==> src/m4au_pkg.sv <==
// Shared types and command codes for the 4x4 matrix affine unit.
package m4au_pkg;

    localparam int ELEM_W = 32;

    localparam logic [2:0] CMD_LOAD = 3'd0;
    localparam logic [2:0] CMD_MUL  = 3'd1;
    localparam logic [2:0] CMD_TR   = 3'd2;
    localparam logic [2:0] CMD_INV  = 3'd3;
    localparam logic [2:0] CMD_READ = 3'd4;

    typedef struct packed {
        logic [2:0]               command;
        logic [1:0]               col;
        logic signed [ELEM_W-1:0] elem_0;
        logic signed [ELEM_W-1:0] elem_1;
        logic signed [ELEM_W-1:0] elem_2;
        logic signed [ELEM_W-1:0] elem_3;
    } t_in_item;

    typedef struct packed {
        logic [1:0]               out_col;
        logic signed [ELEM_W-1:0] out_0;
        logic signed [ELEM_W-1:0] out_1;
        logic signed [ELEM_W-1:0] out_2;
        logic signed [ELEM_W-1:0] out_3;
        logic                     saturated;
    } t_out_item;

    // control that rides with one MAC operand pair
    typedef struct packed {
        logic valid;
        logic first;
        logic last;
        logic negate;
    } t_mac_ctl;

    // one finished dot product
    typedef struct packed {
        logic                     valid;
        logic signed [ELEM_W-1:0] value;
        logic                     sat;
    } t_mac_res;

endpackage

==> src/m4au_mac.sv <==
// Shared multiply-accumulate unit: floored fixed-point products, exact sum, saturation.
module m4au_mac #(
    parameter int FRAC_BITS = 16,
    parameter int SAT_BITS  = 32
) (
    input  logic                                  i_clk,
    input  logic                                  i_rst_n,
    input  logic signed [m4au_pkg::ELEM_W-1:0]    i_a,
    input  logic signed [m4au_pkg::ELEM_W-1:0]    i_b,
    input  m4au_pkg::t_mac_ctl                    i_ctl,
    output m4au_pkg::t_mac_res                    o_res
);

    localparam int PROD_W = 2 * m4au_pkg::ELEM_W;
    localparam int ACC_W  = PROD_W + 3;
    localparam logic signed [ACC_W-1:0] SAT_MAX =
        {{(ACC_W - SAT_BITS + 1){1'b0}}, {(SAT_BITS - 1){1'b1}}};
    localparam logic signed [ACC_W-1:0] SAT_MIN = ~SAT_MAX;

    logic signed [PROD_W-1:0] w_prod;
    logic signed [PROD_W-1:0] r_prod;
    m4au_pkg::t_mac_ctl       r_ctl1;
    logic signed [ACC_W-1:0]  w_sum;
    logic signed [ACC_W-1:0]  r_acc;
    logic signed [ACC_W-1:0]  r_fin;
    logic                     r_fin_v;
    logic                     r_fin_neg;
    logic signed [ACC_W-1:0]  w_fin;

    assign w_prod = i_a * i_b;
    assign w_sum  = (r_ctl1.first ? ACC_W'(0) : r_acc) + ACC_W'(r_prod);
    assign w_fin  = r_fin_neg ? -r_fin : r_fin;

    // stage 1: product, floored by the arithmetic shift
    always_ff @(posedge i_clk) begin
        r_prod <= w_prod >>> FRAC_BITS;
        if (!i_rst_n) begin
            r_ctl1 <= '0;
        end else begin
            r_ctl1 <= i_ctl;
        end
    end

    // stage 2: accumulate
    always_ff @(posedge i_clk) begin
        if (r_ctl1.valid) begin
            r_acc <= w_sum;
        end
        if (r_ctl1.valid && r_ctl1.last) begin
            r_fin     <= w_sum;
            r_fin_neg <= r_ctl1.negate;
        end
        if (!i_rst_n) begin
            r_fin_v <= 1'b0;
        end else begin
            r_fin_v <= r_ctl1.valid && r_ctl1.last;
        end
    end

    // stage 3: optional negate, then saturate
    always_ff @(posedge i_clk) begin
        priority if (w_fin > SAT_MAX) begin
            o_res.value <= SAT_MAX[m4au_pkg::ELEM_W-1:0];
            o_res.sat   <= 1'b1;
        end else if (w_fin < SAT_MIN) begin
            o_res.value <= SAT_MIN[m4au_pkg::ELEM_W-1:0];
            o_res.sat   <= 1'b1;
        end else begin
            o_res.value <= w_fin[m4au_pkg::ELEM_W-1:0];
            o_res.sat   <= 1'b0;
        end
        if (!i_rst_n) begin
            o_res.valid <= 1'b0;
        end else begin
            o_res.valid <= r_fin_v;
        end
    end

endmodule

==> config.mk <==
export PLATFORM = sky130hd
export DESIGN_NAME = m4au_mac
export DESIGN_NICKNAME = d
export VERILOG_FILES = /design/src/m4au_pkg.sv /design/src/m4au_mac.sv
export SDC_FILE = /design/constraint.sdc
export NUM_CORES = 2
export LEC_CHECK = 0
export BUFFER_PORTS_ARGS = -buffer_cell sky130_fd_sc_hd__buf_4
export CORE_ASPECT_RATIO = 0.75
export CORE_MARGIN = 5
export CORE_UTILIZATION = 50
export CTS_CLUSTER_SIZE = 24
export DETAILED_ROUTE_END_ITERATION = 6
export MAX_ROUTING_LAYER = met4
export PLACE_DENSITY = 0.62
export SYNTH_ARGS = -nofsm -noshare
export SYNTH_HDL_FRONTEND = slang
export SYNTH_SLANG_ARGS = --single-unit
==> constraint.sdc <==
create_clock -name i_clk -period 18.5 [get_ports i_clk]
set_input_delay 3.7 -clock i_clk [delete_from_list [all_inputs] [get_ports i_clk]]
set_output_delay 3.7 -clock i_clk [all_outputs]
set_load 0.01 [all_outputs]
# == Word level (Yosys, flattened, before mapping) ==
# Cells that the tools add are included.
# Widths: inputs -> output; s select.
# word_totals
out_inout_bits,34
elab_cells,21
ff_bits,222
inputBits,70
# op_classes
multipliers,1
order_cmp,2
addsub,2
n_reduce_logical,1
mux,3
# op_table
cell,count
$mux 67,2
$add 67x48->67,1
$gt 67x32->1 const B,1
$lt 67x32->1 const B,1
$neg 67->67,1
$mul 32x32->64,1
$mux 33,1
$logic_and 1x1->1,1

# == Logic depth before layout (Yosys ltp) ==
# logic_depth
word_depth,4
ltp_mapped,31
depth_no_buf,29

# == Worst setup path after synthesis ==
# OpenSTA, ideal clock, no wires.
# synth_path
path_type,input to register
startpoint,input i_a[31] in the netlist's numbering
endpoint,register r_prod[45]
slack_ps,7409
arrival_time_ps,10971
stages,28
setup_time_ps,120
required_time_ps,18380
path_buffers,2
path_cell_list,clkbuf_1 -> nand2_1 -> inv_1 -> fa_1 -> inv_1 -> fa_1 -> inv_1 -> fa_1 -> inv_1 -> fa_1 -> inv_1 -> fa_1 -> inv_1 -> fa_1 -> fa_1 -> fa_1 -> inv_1 -> ha_1 -> clkbuf_1 -> a21oi_1 -> o21ai_0 -> a21oi_1 -> nand4b_1 -> a41oi_1 -> o21bai_1 -> a31oi_1 -> o21ai_0 -> xnor2_1
# synth_via
elab_chain_len,1
# synth_lines
element,line,source
"start, declared",m4au_mac.sv:8,"input logic signed [m4au_pkg::ELEM_W-1:0] i_a,"
$mul 32x32->64,m4au_mac.sv:30,assign w_prod = i_a * i_b;
via w_prod[61],m4au_mac.sv:20,logic signed [PROD_W-1:0] w_prod;
"end signal, assigned",m4au_mac.sv:36,r_prod <= w_prod >>> FRAC_BITS;
"end, declared",m4au_mac.sv:21,logic signed [PROD_W-1:0] r_prod;
# The timed path passes the listed nets, and every way through them passes these cells.
# A chain may end at the register's enable or synchronous reset.

# == Final worst setup path ==
# layout_path
startpoint,input i_a[23] in the netlist's numbering
endpoint,register r_prod[45]
# Same word-level chain as after synthesis.

==> results.sh <==
export IMPL_num_fill_cells=8796
export IMPL_status="finished clean"
export IMPL_synth_cell_area_um2=47780
export IMPL_cts_num_sinks=222
export IMPL_grt_max_degree=69
export IMPL_fin_tns_setup_ps=0
export IMPL_crit_top_cell="fa_1"
export IMPL_finalCritPeriodShare_pct=62.78
export IMPL_clock_latency_ps=520
export IMPL_yosysWarnings=0
export IMPL_drtIter0Drc=2836
export IMPL_postCtsSetupRepairBufs=0
export IMPL_avgSynthCellArea_um2=9.574
export IMPL_num_nets_final=6271
export IMPL_die_y_um=277.7
export IMPL_fp_dieW_um=366.9
export IMPL_timing_final_hold_violations=0
export IMPL_min_path_type="reg2reg"
export IMPL_path_cells="buf_4 -> nand2_1 -> fa_1 -> fa_1 -> fa_1 -> fa_1 -> inv_1 -> fa_1 -> fa_1 -> fa_1 -> fa_1 -> ha_1 -> a21oi_1 -> o21ai_0 -> o41ai_1 -> a2bb2oi_1 -> nand4b_1 -> a41oi_1 -> o21bai_1 -> a31oi_1 -> o21ai_0 -> xnor2_1"
export IMPL_cts_tree="done"
export IMPL_synth_edf_count=135
export IMPL_drive_gt1_share_pct=3.561
export IMPL_layout_common_cells="1082 x fa_1, 1009 x inv_1, 611 x nand2_1"
export IMPL_viasPerCell=5.531
export IMPL_synth_top_cell_by_area="fa_1"
export IMPL_cts_buffer_depth=3
export IMPL_dr_total_vias=33950
export IMPL_h_tree_depth=1
export IMPL_relSlewSlack_pct=25.86
export IMPL_synth_seq_cells=222
export IMPL_synth_simple_gate_area_share_pct=16.16
export IMPL_required_ps=18900
export IMPL_cp_max_fo=32
export IMPL_syn_instance_count=4990
export IMPL_synthTopCellsByArea="fa_1 45%, edfxtp_1 8.5%, inv_1 7.9%"
export IMPL_detail_route_wl_per_cell_um=21.86
export IMPL_crit_buf_inv=2
export IMPL_finalCriticalPeriod_ps=11610
export IMPL_ios=104
export IMPL_grt_pass1_vias=36290
export IMPL_dp_hpwl_um=100500
export IMPL_synth_fp_nets=6389
export IMPL_yosysSeqAreaShare_pct=12.13
export IMPL_gp_congestion=0.9016
export IMPL_end_kind="register"
export IMPL_setup_viol=0
export IMPL_start_kind="input port"
export IMPL_numPortBuffers=103
export IMPL_synth_fa_ha_area_share_pct=51.81
export IMPL_synthMuxAreaShare_pct=0.1755
export IMPL_antenna_found_initial=4
export IMPL_worstSetupPathType="in2reg"
export IMPL_slowest_delay_ps=580
export IMPL_worst_slew_pin_slew_ps=1112
export IMPL_track_usage_pct=27.92
export IMPL_synth_compound_area_share_pct=6.477
export IMPL_finalWorstSetupSlack_ps=6885
export IMPL_synth_flop_cell="edfxtp_1"
export IMPL_postCtsHoldBufs=0
export IMPL_dieArea_um2=101900
export IMPL_cts_made_buffers=21
export IMPL_final_common_cell="fa_1"
export IMPL_netlist_area_leader_share_pct=45.34
export IMPL_place_ws_ps=6478
export IMPL_maxCapViolCount=0
export IMPL_num_rows=98
export IMPL_cpLargestDelayFamily="adder cells"
export IMPL_cpMaxStageDelayCell="fa_1"
export IMPL_fin_util_pct=52.56
export IMPL_synth_top_family_by_area="adder cells"
export IMPL_synth_xor_area_share_pct=3.281
export IMPL_grt_pass1_wl_um=214900
export IMPL_initial_core_util_pct=50.28
export IMPL_fmax_mhz=86.10
export IMPL_slew_violations=0
export IMPL_rsz0062_at_grt="false"
export IMPL_drt_total_wl_um=134100
export IMPL_antenna_left=0
export IMPL_synth_cell_types=81
export IMPL_cp_arrival_ps=12020
export IMPL_grt_overflow=0
export IMPL_area_delta_synth_final_pct=4.546
export IMPL_fin_skew_ps=22.37
export IMPL_async_flop_share_pct=0
export IMPL_core_area_um2=95030
export IMPL_root_buffer="clkbuf_16"
export IMPL_cts_reportedPaths_clkPinSlew_ps=70
export IMPL_ctsResizeCount=0
export IMPL_detail_route_first_pass_iterations=5
export IMPL_drc=0
==> worst register-to-register path: stages (launching register included) <==
cell and delay (ps):
edfxtp_1 440, or4_4 570, and4bb_1 550, nand3_1 600, nor3_1 550, xor2_1 130, o41a_1 350, a2111oi_2 380
nand4_1 220, o41a_1 840, o21ai_1 300
==> final cells by class <==
class | count | area (um^2) | share of cell area (%)
tap | 1250 | 1564 | 3.131
clock buffer | 25 | 571.8 | 1.145
inverter | 1008 | 3784 | 7.575
antenna | 1 | 2.502 | 0.005010
timing repair buffer | 111 | 833.3 | 1.668
sequential | 222 | 5798 | 11.61
clock inverter | 12 | 173.9 | 0.3482
multi-input combinational | 3508 | 37220 | 74.52
==> final timing paths <==
check             cells past startpoint  slack (ps)    endpoint  startpoint
setup / recovery                     22        6890  r_prod[45]     i_a[23]
hold / removal                        0         410   r_fin_neg   r_ctl1[0]
setup reg to reg                     10       13490    o_res[1]    r_fin[8]
hold reg to reg                       0         410   r_fin_neg   r_ctl1[0]
==> sequential cells by signal (all words and copies together) (netlist names) <==
name       flops
r_prod        48
r_fin_v        1
r_fin         67
r_fin_neg      1
r_acc         67
o_res         34
r_ctl1         4
==> cell usage after synthesis, types with 25 or more instances <==
library cell	instances
nor2b_1	80
fa_1	1082
nand2_1	611
nor2_1	113
dfxtp_1	87
nand4_1	37
xor2_1	83
nand3_1	36
ha_1	247
clkbuf_1	243
a31oi_1	25
o21ai_1	32
edfxtp_1	135
o21ai_0	83
a21oi_1	127
xnor2_1	96
a21o_1	69
and2_1	500
inv_1	1007
==> logic make-up after synthesis <==
logic type	Yosys count
mux	8
buf+inv	1260
simple gates	1513
fa+ha+maj	1329
flops	222
compound gates	479
xor+xnor	179
==> through the flow <==
stage | cells | cell area, um^2 | hold slack [ps]
finish | 6137 | 49950 | 408.5
floorplan | 4990 | 47780 | 385.5
detailed placement | 6099 | 49200 | 398.7
global placement | 6099 | 49200 | 387.1
CTS | 6136 | 49950 | 414.7
global route | 6137 | 49950 | 430.9
==> metal layers <==
metal  part of all wire, %  global-route usage [%]  up-vias  routed length [um]
met4                   2.5                   5.579        0                3386
met2                    44                   41.87     1366               58890
li1                      -                       -    14910                   -
met1                    45                   40.27    17470               59930
met3                   8.9                   5.050      206               11930
met5                     0                       -        -                   0
Power is left out: the tool's default activity adds up to more than one toggle a clock period on the data nets, which glitch-free logic cannot reach.
